[config.mk]
export PLATFORM = sky130hd
export DESIGN_NAME = pid_controller_clamped
export DESIGN_NICKNAME = d
export VERILOG_FILES = /design/src/rtl/pidc_pkg.sv /design/src/rtl/pidc_mul.sv /design/src/rtl/pidc_div.sv /design/src/rtl/pid_controller_clamped.sv
export SDC_FILE = /design/constraint.sdc
export NUM_CORES = 2
export LEC_CHECK = 0
export ABC_AREA = 1
export ABC_CLOCK_PERIOD_IN_PS = 10300
export BUFFER_PORTS_ARGS = -buffer_cell sky130_fd_sc_hd__buf_2
export CORE_ASPECT_RATIO = 0.6
export CORE_MARGIN = 3
export CORE_UTILIZATION = 25
export CTS_CLUSTER_SIZE = 30
export DETAILED_ROUTE_END_ITERATION = 7
export HOLD_SLACK_MARGIN = 0.05
export PLACE_DENSITY = 0.44
export SLEW_MARGIN = 20
export SYNTH_ARGS = -nofsm -noshare
export SYNTH_HDL_FRONTEND = slang
export SYNTH_SLANG_ARGS = --single-unit
[constraint.sdc]
create_clock -name clk -period 10.3 [get_ports clk]
set_input_delay 1.545 -clock clk [delete_from_list [all_inputs] [get_ports clk]]
set_output_delay 1.545 -clock clk [all_outputs]
set_load 0.02 [all_outputs]
[src/rtl/pidc_pkg.sv]
`default_nettype none

package pidc_pkg;

	// Fixed-point format of every gain, error and output value.
	localparam int FRAC_BITS = 16;

	// Divider: |error difference| scaled up by the fraction bits.
	localparam int DIV_W = 33 + FRAC_BITS;
	localparam int DIV_CNT_W = $clog2(DIV_W + 1);

	// A product shifted down by the fraction bits, and the sum of three of them.
	localparam int TERM_W = 64 - FRAC_BITS;
	localparam int ACC_W = TERM_W + 2;

	// Reset values of the configuration registers.
	localparam logic [30:0] OUT_LIMIT_RST = 31'h7FFF_FFFF;
	localparam logic [30:0] DEADBAND_RST = 31'((2 ** FRAC_BITS + 5000) / 10000);

	localparam logic signed [31:0] S32_MAX = 32'sh7FFF_FFFF;
	localparam logic signed [31:0] S32_MIN = 32'sh8000_0000;

	// Configuration register indexes.
	typedef enum logic [2:0] {
		REG_GAIN_P    = 3'd0,
		REG_GAIN_I    = 3'd1,
		REG_GAIN_D    = 3'd2,
		REG_OUT_LIMIT = 3'd3,
		REG_REFERENCE = 3'd4,
		REG_DEADBAND  = 3'd5
	} reg_idx_t;

	// Input action codes.
	localparam logic ACT_UPDATE = 1'b0;
	localparam logic ACT_CLEAR  = 1'b1;

endpackage

`default_nettype wire

[src/rtl/pidc_mul.sv]
`default_nettype none

module pidc_mul
	import pidc_pkg::*;
(
	input  wire logic               clk,
	input  wire logic signed [31:0] op_a,
	input  wire logic signed [31:0] op_b,
	output logic signed      [63:0] product_q
);

	// Full 64-bit signed product, registered before anyone uses it.
	always_ff @(posedge clk) begin
		product_q <= op_a * op_b;
	end

endmodule

`default_nettype wire

[src/rtl/pidc_div.sv]
`default_nettype none

module pidc_div
	import pidc_pkg::*;
(
	input  wire logic               clk,
	input  wire logic               arst_n,
	input  wire logic               start,
	input  wire logic signed [32:0] diff,
	input  wire logic        [30:0] divisor,
	output logic                    busy,
	output logic signed      [31:0] quot_q
);

	logic [DIV_CNT_W-1:0] cnt_q;
	logic                 fin_q;
	logic                 neg_q;
	logic [DIV_W-1:0]     work_q;
	logic [30:0]          rem_q;
	logic [30:0]          div_q;
	logic [32:0]          mag;
	logic [31:0]          trial;
	logic                 take;
	logic                 ovf_pos;
	logic                 ovf_neg;

	assign busy = (cnt_q != '0) || fin_q;

	// Magnitude of the dividend; the sign is applied after the last step.
	assign mag = diff[32] ? 33'(-diff) : 33'(diff);

	// One restoring step: shift in the next dividend bit and try to subtract.
	assign trial = {rem_q, work_q[DIV_W-1]};
	assign take  = trial >= {1'b0, div_q};

	// Saturation of the quotient magnitude to the signed 32-bit range.
	assign ovf_pos = |work_q[DIV_W-1:31];
	assign ovf_neg = (|work_q[DIV_W-1:32]) || (work_q[31] && (|work_q[30:0]));

	// Control: step counter and the final sign and saturation cycle.
	always_ff @(posedge clk or negedge arst_n) begin
		if (!arst_n) begin
			cnt_q <= '0;
			fin_q <= 1'b0;
		end else begin
			fin_q <= 1'b0;
			if (start) begin
				cnt_q <= DIV_CNT_W'(DIV_W);
			end else if (cnt_q != '0) begin
				cnt_q <= cnt_q - 1'b1;
				if (cnt_q == DIV_CNT_W'(1)) begin
					fin_q <= 1'b1;
				end
			end
		end
	end

	// Datapath: the dividend shifts out as the quotient bits shift in.
	always_ff @(posedge clk) begin
		if (start) begin
			work_q <= {mag, {FRAC_BITS{1'b0}}};
			rem_q  <= '0;
			div_q  <= divisor;
			neg_q  <= diff[32];
		end else if (cnt_q != '0) begin
			work_q <= {work_q[DIV_W-2:0], take};
			rem_q  <= take ? 31'(trial - {1'b0, div_q}) : trial[30:0];
		end
		if (fin_q) begin
			if (neg_q) begin
				quot_q <= ovf_neg ? S32_MIN : 32'(-work_q[31:0]);
			end else begin
				quot_q <= ovf_pos ? S32_MAX : $signed(work_q[31:0]);
			end
		end
	end

endmodule

`default_nettype wire

[src/rtl/pid_controller_clamped.sv]
`default_nettype none

// Clamped PID controller in signed fixed point with FRAC_BITS fraction bits.
// An update transfer (action 0) forms error = set_value - reference, integrates
// error * time_step when gain_i is positive and |error| exceeds the deadband,
// takes the derivative as the error change divided by time_step, and delivers
// one drive value clamped to +-out_limit; zero_step marks a zero time step, for
// which the derivative is zero. A clear transfer (action 1) zeroes the integral
// and the previous error and gives no result. The divider produces one quotient
// bit per cycle; a zero time step skips the divide. The three gain products and
// the integral product share one registered 32x32 multiplier; the P and I gain
// products overlap the divide. in_stall stays high while an item is in work. A
// finished result waits in an output register, and the block takes the next item
// meanwhile. Configuration is to be written through cfg_wr_en, cfg_index and
// cfg_data only while the block is idle; the user is bound to this, the block
// itself does not enforce it.
// Unknown indexes are ignored.
module pid_controller_clamped
	import pidc_pkg::*;
(
	input  wire logic               clk,
	input  wire logic               arst_n,
	input  wire logic               cfg_wr_en,
	input  wire logic        [2:0]  cfg_index,
	input  wire logic        [31:0] cfg_data,
	input  wire logic               in_valid,
	output logic                    in_stall,
	input  wire logic               action,
	input  wire logic signed [31:0] set_value,
	input  wire logic        [30:0] time_step,
	output logic                    out_valid,
	input  wire logic               out_stall,
	output logic signed      [31:0] drive,
	output logic                    zero_step
);

	typedef enum logic [3:0] {
		S_IDLE,
		S_MULE,
		S_INT,
		S_MULP,
		S_ACCP,
		S_ACCI,
		S_DIVW,
		S_MULD,
		S_ACCD,
		S_DONE
	} state_t;

	state_t state_q;

	logic signed [31:0] gain_p_q;
	logic signed [31:0] gain_i_q;
	logic signed [31:0] gain_d_q;
	logic        [30:0] out_limit_q;
	logic signed [31:0] reference_q;
	logic        [30:0] deadband_q;

	logic signed [31:0] integral_q;
	logic signed [31:0] last_err_q;
	logic signed [31:0] err_q;
	logic        [30:0] dt_q;
	logic               zero_q;
	logic               intg_en_q;
	logic signed [ACC_W-1:0] acc_q;
	logic               out_valid_q;
	logic signed [31:0] drive_q;
	logic               zero_step_q;

	logic               in_fire;
	logic signed [32:0] err_wide;
	logic signed [31:0] err_sat;
	logic        [31:0] err_mag;
	logic signed [31:0] mul_a;
	logic signed [31:0] mul_b;
	logic signed [63:0] product;
	logic signed [TERM_W-1:0] term;
	logic signed [ACC_W-1:0]  term_ext;
	logic signed [TERM_W:0]   isum;
	logic signed [31:0] isum_sat;
	logic               div_start;
	logic               div_busy;
	logic signed [31:0] div_quot;
	logic signed [32:0] err_diff;
	logic signed [ACC_W-1:0] lim_pos;
	logic signed [ACC_W-1:0] lim_neg;
	logic signed [31:0] clamped;
	logic               out_free;

	assign in_stall  = (state_q != S_IDLE);
	assign in_fire   = in_valid && !in_stall;
	assign out_valid = out_valid_q;
	assign drive     = drive_q;
	assign zero_step = zero_step_q;
	assign out_free  = !out_valid_q || !out_stall;

	// Error of the incoming item, saturated to 32 bits.
	assign err_wide = {set_value[31], set_value} - {reference_q[31], reference_q};
	assign err_sat  = (err_wide[32] != err_wide[31]) ? (err_wide[32] ? S32_MIN : S32_MAX)
	                                                  : err_wide[31:0];
	assign err_mag  = err_q[31] ? 32'(-err_q) : 32'(err_q);

	// Operand selection for the shared multiplier.
	always_comb begin
		mul_a = gain_p_q;
		mul_b = err_q;
		case (state_q)
			S_MULE: begin
				mul_a = err_q;
				mul_b = $signed({1'b0, dt_q});
			end
			S_ACCP: begin
				mul_a = gain_i_q;
				mul_b = integral_q;
			end
			S_MULD: begin
				mul_a = gain_d_q;
				mul_b = zero_q ? 32'sd0 : div_quot;
			end
			default: begin
				mul_a = gain_p_q;
				mul_b = err_q;
			end
		endcase
	end

	pidc_mul u_mul (
		.clk      (clk),
		.op_a     (mul_a),
		.op_b     (mul_b),
		.product_q(product)
	);

	// Product shifted down by the fraction bits, rounding toward minus infinity.
	assign term     = product[63:FRAC_BITS];
	assign term_ext = {{(ACC_W - TERM_W){term[TERM_W-1]}}, term};

	// Integral update, saturated to 32 bits.
	assign isum     = {{(TERM_W - 31){integral_q[31]}}, integral_q} + {term[TERM_W-1], term};
	assign isum_sat = (isum[TERM_W:31] == '0 || isum[TERM_W:31] == '1) ? isum[31:0]
	                : (isum[TERM_W] ? S32_MIN : S32_MAX);

	// Derivative divide runs alongside the P and I gain products.
	assign err_diff  = {err_q[31], err_q} - {last_err_q[31], last_err_q};
	assign div_start = (state_q == S_INT) && !zero_q;

	pidc_div u_div (
		.clk    (clk),
		.arst_n (arst_n),
		.start  (div_start),
		.diff   (err_diff),
		.divisor(dt_q),
		.busy   (div_busy),
		.quot_q (div_quot)
	);

	// Output clamp to +-out_limit.
	assign lim_pos = $signed({{(ACC_W - 31){1'b0}}, out_limit_q});
	assign lim_neg = -lim_pos;
	always_comb begin
		if (acc_q > lim_pos) begin
			clamped = $signed({1'b0, out_limit_q});
		end else if (acc_q < lim_neg) begin
			clamped = 32'(-$signed({1'b0, out_limit_q}));
		end else begin
			clamped = acc_q[31:0];
		end
	end

	// Configuration registers.
	always_ff @(posedge clk or negedge arst_n) begin
		if (!arst_n) begin
			gain_p_q    <= '0;
			gain_i_q    <= '0;
			gain_d_q    <= '0;
			out_limit_q <= OUT_LIMIT_RST;
			reference_q <= '0;
			deadband_q  <= DEADBAND_RST;
		end else if (cfg_wr_en) begin
			unique case (cfg_index)
				REG_GAIN_P:    gain_p_q    <= cfg_data;
				REG_GAIN_I:    gain_i_q    <= cfg_data;
				REG_GAIN_D:    gain_d_q    <= cfg_data;
				REG_OUT_LIMIT: out_limit_q <= cfg_data[30:0];
				REG_REFERENCE: reference_q <= cfg_data;
				REG_DEADBAND:  deadband_q  <= cfg_data[30:0];
				default: ;
			endcase
		end
	end

	// Item payload captured at the input transfer.
	always_ff @(posedge clk) begin
		if (in_fire && action == ACT_UPDATE) begin
			err_q  <= err_sat;
			dt_q   <= time_step;
			zero_q <= (time_step == '0);
		end
		if (state_q == S_MULE) begin
			intg_en_q <= (gain_i_q > 32'sd0) && (err_mag > {1'b0, deadband_q});
		end
	end

	// Sequencer with controller state, accumulator and output register.
	always_ff @(posedge clk or negedge arst_n) begin
		if (!arst_n) begin
			state_q     <= S_IDLE;
			integral_q  <= '0;
			last_err_q  <= '0;
			acc_q       <= '0;
			out_valid_q <= 1'b0;
			drive_q     <= '0;
			zero_step_q <= 1'b0;
		end else begin
			// In S_DONE the output register is either held or reloaded below.
			if (out_valid_q && !out_stall && state_q != S_DONE) begin
				out_valid_q <= 1'b0;
			end
			unique case (state_q)
				S_IDLE: begin
					if (in_fire) begin
						if (action == ACT_CLEAR) begin
							integral_q <= '0;
							last_err_q <= '0;
						end else begin
							state_q <= S_MULE;
						end
					end
				end
				S_MULE: state_q <= S_INT;
				S_INT: begin
					if (intg_en_q) begin
						integral_q <= isum_sat;
					end
					state_q <= S_MULP;
				end
				S_MULP: state_q <= S_ACCP;
				S_ACCP: begin
					acc_q   <= term_ext;
					state_q <= S_ACCI;
				end
				S_ACCI: begin
					acc_q   <= acc_q + term_ext;
					state_q <= S_DIVW;
				end
				S_DIVW: begin
					if (!div_busy) begin
						state_q <= S_MULD;
					end
				end
				S_MULD: state_q <= S_ACCD;
				S_ACCD: begin
					acc_q   <= acc_q + term_ext;
					state_q <= S_DONE;
				end
				S_DONE: begin
					if (out_free) begin
						out_valid_q <= 1'b1;
						drive_q     <= clamped;
						zero_step_q <= zero_q;
						last_err_q  <= err_q;
						state_q     <= S_IDLE;
					end
				end
				default: state_q <= S_IDLE;
			endcase
		end
	end

endmodule

`default_nettype wire

After elaboration in Yosys (flattened, before gate mapping)
Index checks and enable logic that the tools add are counted.

Register bits after elaboration: 622. Bits in latches: 0. Memory bits (writable): 0. Memory bits (read-only): 0. Bits of input ports: 104. Output and inout bits: 35. Logic and storage cells: 144. Memories: 0.

$add $sub $neg: 11. Multiply operators: 1. Divide/modulo/power cells: 0. Magnitude comparators: 5. Eq/ne operators: 24. Shift operators: 0. Multiplexer cells: 37. Bitwise gates (word level): 1. Reductions and logical operators: 39.

Operators by type and width (count): 32-bit two-way mux (15); 32-bit case mux with 3 select lines (2); 32-bit case mux with 2 select lines (2); 50-bit case mux with 2 select lines (1); 49-bit two-way mux (2); 32-bit by 32-bit subtractor with 33-bit output (2); 32-bit by 32-bit multiplier with 64-bit output (1); 32-bit negation (2); 50-bit by 48-bit adder with 50-bit output (1); 50-bit by 32-bit > comparator with 1-bit output (1); 50-bit < comparator (1); 31-bit negation with 50-bit output (1); 32-bit by 48-bit adder with 49-bit output (1); 4-bit case mux with 10 select lines (1); 33-bit two-way mux (1); 33-bit negation (1); 32-bit by 31-bit greater-or-equal comparator with 1-bit output (1); 32-bit by 1-bit > comparator with 1-bit output (second input constant) (1); 32-bit by 31-bit > comparator with 1-bit output (1); 31-bit negation with 32-bit output (1); 31-bit logical NOT (1); 31-bit two-way mux (1); 31-bit OR reduction (1); 31-bit subtractor (1); other kinds (31) (75).

Logic depth before layout (Yosys ltp)
Depth in word-level cells: 6. Mapped depth: 42. Mapped depth without buffers: 39.

Cells and area by module
Synthesis repeated with hierarchy kept, for this count alone.

Cells, all modules: 11161. Area, all modules: 82968.3 sq um.

By module, submodules not included: pidc_mul (instances 1, cells each 5078, area an instance 40055.9 sq um, sequential area each 1281.2 sq um); pid_controller_clamped (instances 1, cells each 4700, area an instance 32652.6 sq um, sequential area each 10552.6 sq um); pidc_div (instances 1, cells each 1383, area an instance 10259.8 sq um, sequential area each 4028.9 sq um).

Least setup slack after synthesis
No wires, ideal clock.

Kind: flip-flop to flip-flop. Start: register state_q[0]. End: register u_mul.product_q[59]. Setup time: 0.112 ns. Arrival time: 8.206 ns. Data required time: 10.188 ns. Path slack: 1.982 ns. Stages on the path, launching flop included: 36. Path buffers: 4. Clock period less this slack: 8.318 ns. Cell sequence: dfrtp_1 -> nand2_1 -> inv_2 -> nand2_2 -> nand3_2 -> buf_4 -> buf_2 -> buf_2 -> o21ai_2 -> clkbuf_1 -> nor2_1 -> fa_1 -> inv_1 -> fa_1 -> inv_1 -> fa_1 -> fa_1 -> inv_1 -> fa_1 -> inv_1 -> fa_1 -> inv_1 -> fa_1 -> inv_1 -> fa_1 -> ha_1 -> a21oi_1 -> inv_1 -> a31oi_1 -> inv_1 -> a21oi_1 -> o21ai_0 -> a211oi_1 -> nand2_1 -> nand2_1 -> nand2_1.

Longest elaborated chain between the ends: 3. Elaborated cells on any way between the ends: 6. Those cells by class: 1 x mul; 3 x eq/ne; 2 x mux.

RTL lines: start, declared (RTL line pid_controller_clamped.sv:50) `state_t state_q;`; start signal, assigned (RTL line pid_controller_clamped.sv:207) `state_q <= S_IDLE;`; start signal, assigned (RTL line pid_controller_clamped.sv:226) `state_q <= S_MULE;`; start signal, assigned (RTL line pid_controller_clamped.sv:230) `S_MULE: state_q <= S_INT;`; 4-bit by 3-bit == test with 1-bit output or 4-bit by 1-bit == test with 1-bit output (tied branches) (RTL line pid_controller_clamped.sv:107) `case (state_q)`; 32-bit case mux with 3 select lines (RTL line pid_controller_clamped.sv:107); 32-bit by 32-bit multiplier with 64-bit output * (RTL line pidc_mul.sv:14) `product_q <= op_a * op_b;`; end signal, assigned (RTL line pidc_mul.sv:14); end, declared (RTL line pidc_mul.sv:9) `output logic signed [63:0] product_q`.

Every way passes the cells marked *; elsewhere a longest branch is shown, timed or not. A chain may end at the register's enable or synchronous reset.

Worst setup path in the final report
Start: register state_q[0]. End: register u_mul.product_q[49].

Same word-level chain as after synthesis.

==> impl_metrics.tcl <==
set metrics [dict create \
    drtPass1Iterations 8 \
    cp_num_buf_inv 9 \
    synth_top_area_cell "fa_1" \
    maxCapViolCount 0 \
    cp.required_ns 10.90 \
    setup_tns_ns 0 \
    die_w_um 735 \
    cts_hold_buffers 0 \
    hold_violations 0 \
    fin_skew_ns 0.0666 \
    cp_top_family "adder cells" \
    viasPerCell 4.80 \
    status "completed" \
    synth_seq_cells 606 \
    critPathMaxFanout 16 \
    wl_mm 353 \
    syn_to_final_growth_pct 11.3 \
    cts_tree "built" \
    netlist_area_um2 79700 \
    ys_top_cells_by_area "fa_1 27%, nand2_1 11%, dfrtp_1 9.9%, inv_1 9.4%, ha_1 7.7%" \
    rsz0062_at_grt "no" \
    io_pins 139 \
    slew_headroom 0.126 \
    rows 159 \
    async_flop_share 0.576 \
    synth_top_family_by_area "adder cells" \
    synth_top_area_frac 0.273 \
    setup_viol 0 \
    route.antenna.remaining_nets 0 \
    avgSynthCellArea_um2 7.68 \
    grt_pass1_wl_mm 505 \
    drtIter0Drc 8392 \
    preCtsSetupSlack_ns 0.159 \
    grt_use_total 0.213 \
    nets 12200 \
    place_congestion 0.976 \
    clock_path_buffers 3 \
    dpl.hpwl_mm 302 \
    synth_nets 12100 \
    core_area_um2 315000 \
    dpl_cell_area_um2 86400 \
    slowest_delay_ns 0.82 \
    grt_max_degree 148 \
    path_common_cell "fa_1" \
    slowest_stage "nor2_2" \
    yosysWarnings 0 \
    antenna_found_initial 50 \
    synth_cells 10400 \
    synth-compound-area-share 0.0942 \
    synth-edff-count 162 \
    dr_total_vias 70900 \
    worst_pin_slew_ns 1.30 \
    clk_pin_slew_worst_paths_ns 0.07 \
    htree_levels 3 \
    cts_inserted_buffers 66 \
    start_util 0.253 \
    endpoint_kind "register" \
    insertion_delay_ns 0.70 \
    ys_types 66 \
    hold_path.class "register to register" \
    grt_pass1_vias 66800 \
    synth.area.mux_share 0 \
    clock_sinks 606 \
    clockRootBuffer "clkbuf_16" \
    max_freq_mhz 98.7 \
    path_class "register to register" \
    synth-simple-area-share 0.218 \
    yosysSeqAreaShare 0.195 \
    drive_gt1_frac 0.0662 \
    synth_ff_type "dfrtp_1" \
    synthMostInstantiatedCell "nand2_1" \
    fin_crit_ns 10.13 \
    grt_overflow_total 0 \
    die_area_um2 326000 \
    portBuffers 138 \
    fin_crit_sh 0.984 \
    setup_ws_ns 0.165 \
    wire_per_inst_um 23.9 \
    fin_area_um2 88800 \
    drv_slew 0 \
    die_y_um 443 \
    yosys-top-cells-count "2399 x nand2_1, 2002 x inv_1, 1133 x nor2_1, 1086 x fa_1, 562 x o21ai_0" \
    worstPathArrival_ns 10.73 \
    drc 0 \
    synth_xor_area_frac 0.0300 \
    start_kind "register" \
    synth_fa_ha_area_frac 0.350 \
]
## repair_timing
action	CTS	global route
buffers inserted	0	9
gates resized for setup	0	13
setup endpoints to repair	0	14
## path summary, 6_finish.rpt
check / slack (ns) / cells after the start / endpoint / startpoint
worst max-delay path: 0.17 / 33 / u_mul.product_q[49]$_DFF_P_ / state_q[0]$_DFFE_PN0P_
worst min-delay path: 0.48 / 2 / u_div.rem_q[22]$_SDFFE_PP0N_ / u_div.rem_q[22]$_SDFFE_PP0N_
worst max register to register: 0.17 / 33 / u_mul.product_q[49]$_DFF_P_ / state_q[0]$_DFFE_PN0P_
worst min register to register: 0.48 / 2 / u_div.rem_q[22]$_SDFFE_PP0N_ / u_div.rem_q[22]$_SDFFE_PP0N_
max in group asynchronous: 7.37 / 3 / deadband_q[5]$_DFFE_PN0P_ / arst_n
min in group asynchronous: 0.84 / 1 / integral_q[7]$_DFFE_PN0P_ / arst_n
## layout by cell type, fill, tap and decap left out, types with 36 or more instances in the layout
master	n
a21oi_1	383
nor3_1	95
nand4_1	139
nand3_1	309
o22ai_1	78
inv_1	1993
nor2_1	1126
a31oi_1	36
fa_1	1086
dfxtp_1	95
xnor2_1	60
nand2_1	2392
clkbuf_16	67
nor4_1	57
buf_4	233
o21ai_2	42
dfrtp_1	315
edfxtp_1	162
o21ai_0	557
xor2_1	211
buf_2	137
ha_1	490
## worst reg2reg max path, delay by kind of cell, from the launching register on
family | cells | cell delay [ns]
fa+ha+maj | 9 | 4.44
xor+xnor | 1 | 0.16
compound gates | 1 | 0.16
flops | 1 | 0.44
buf+inv | 9 | 1.52
simple gates | 13 | 3.35
## metal layers
layer  vias to the layer above  part of all wire  track usage
li1                      32500                 -            -
met2                      3125              0.32        0.238
met5                         -          0.000034            0
met4                         2             0.011       0.0211
met3                       161              0.13       0.0753
met1                     35100              0.54        0.370
## flip-flops by register name (all words and copies together) (netlist names), 32 cells and up
name             count
drive               32
gain_d_q            32
u_mul.product_q     48
err_q               32
reference_q         32
u_div.work_q        49
u_div.quot_q        32
acc_q               50
gain_i_q            32
last_err_q          32
gain_p_q            32
integral_q          32
## cells by family after synthesis
family          count (synthesis)
buf+inv                      2348
fa+ha+maj                    1576
xor+xnor                      272
simple gates                 4248
flops                         606
compound gates               1329
## per-stage QoR
step,std cells,hold slack (ns),utilization
floorplan,10400,0.427,-
global placement,14600,0.462,0.274
detailed placement,14600,0.465,0.274
CTS,14700,0.475,0.281
global route,14800,0.497,0.282
finish,14800,0.476,0.282
## cell type report
| type | instances | area (um2) |
|---|---|---|
| repair buffers | 381 | 2650 |
| flip-flops and latches | 606 | 15500 |
| clock buffers | 89 | 1840 |
| inverters | 2039 | 7690 |
| multi-input cells | 7426 | 55400 |
| clock inverters | 32 | 408 |
| diodes | 7 | 17.5 |
| fillers | 34800 | 226000 |
| well taps | 4186 | 5240 |
Power is left out: the tool's default activity adds up to more than one toggle a clock period on the data nets, which glitch-free logic cannot reach.
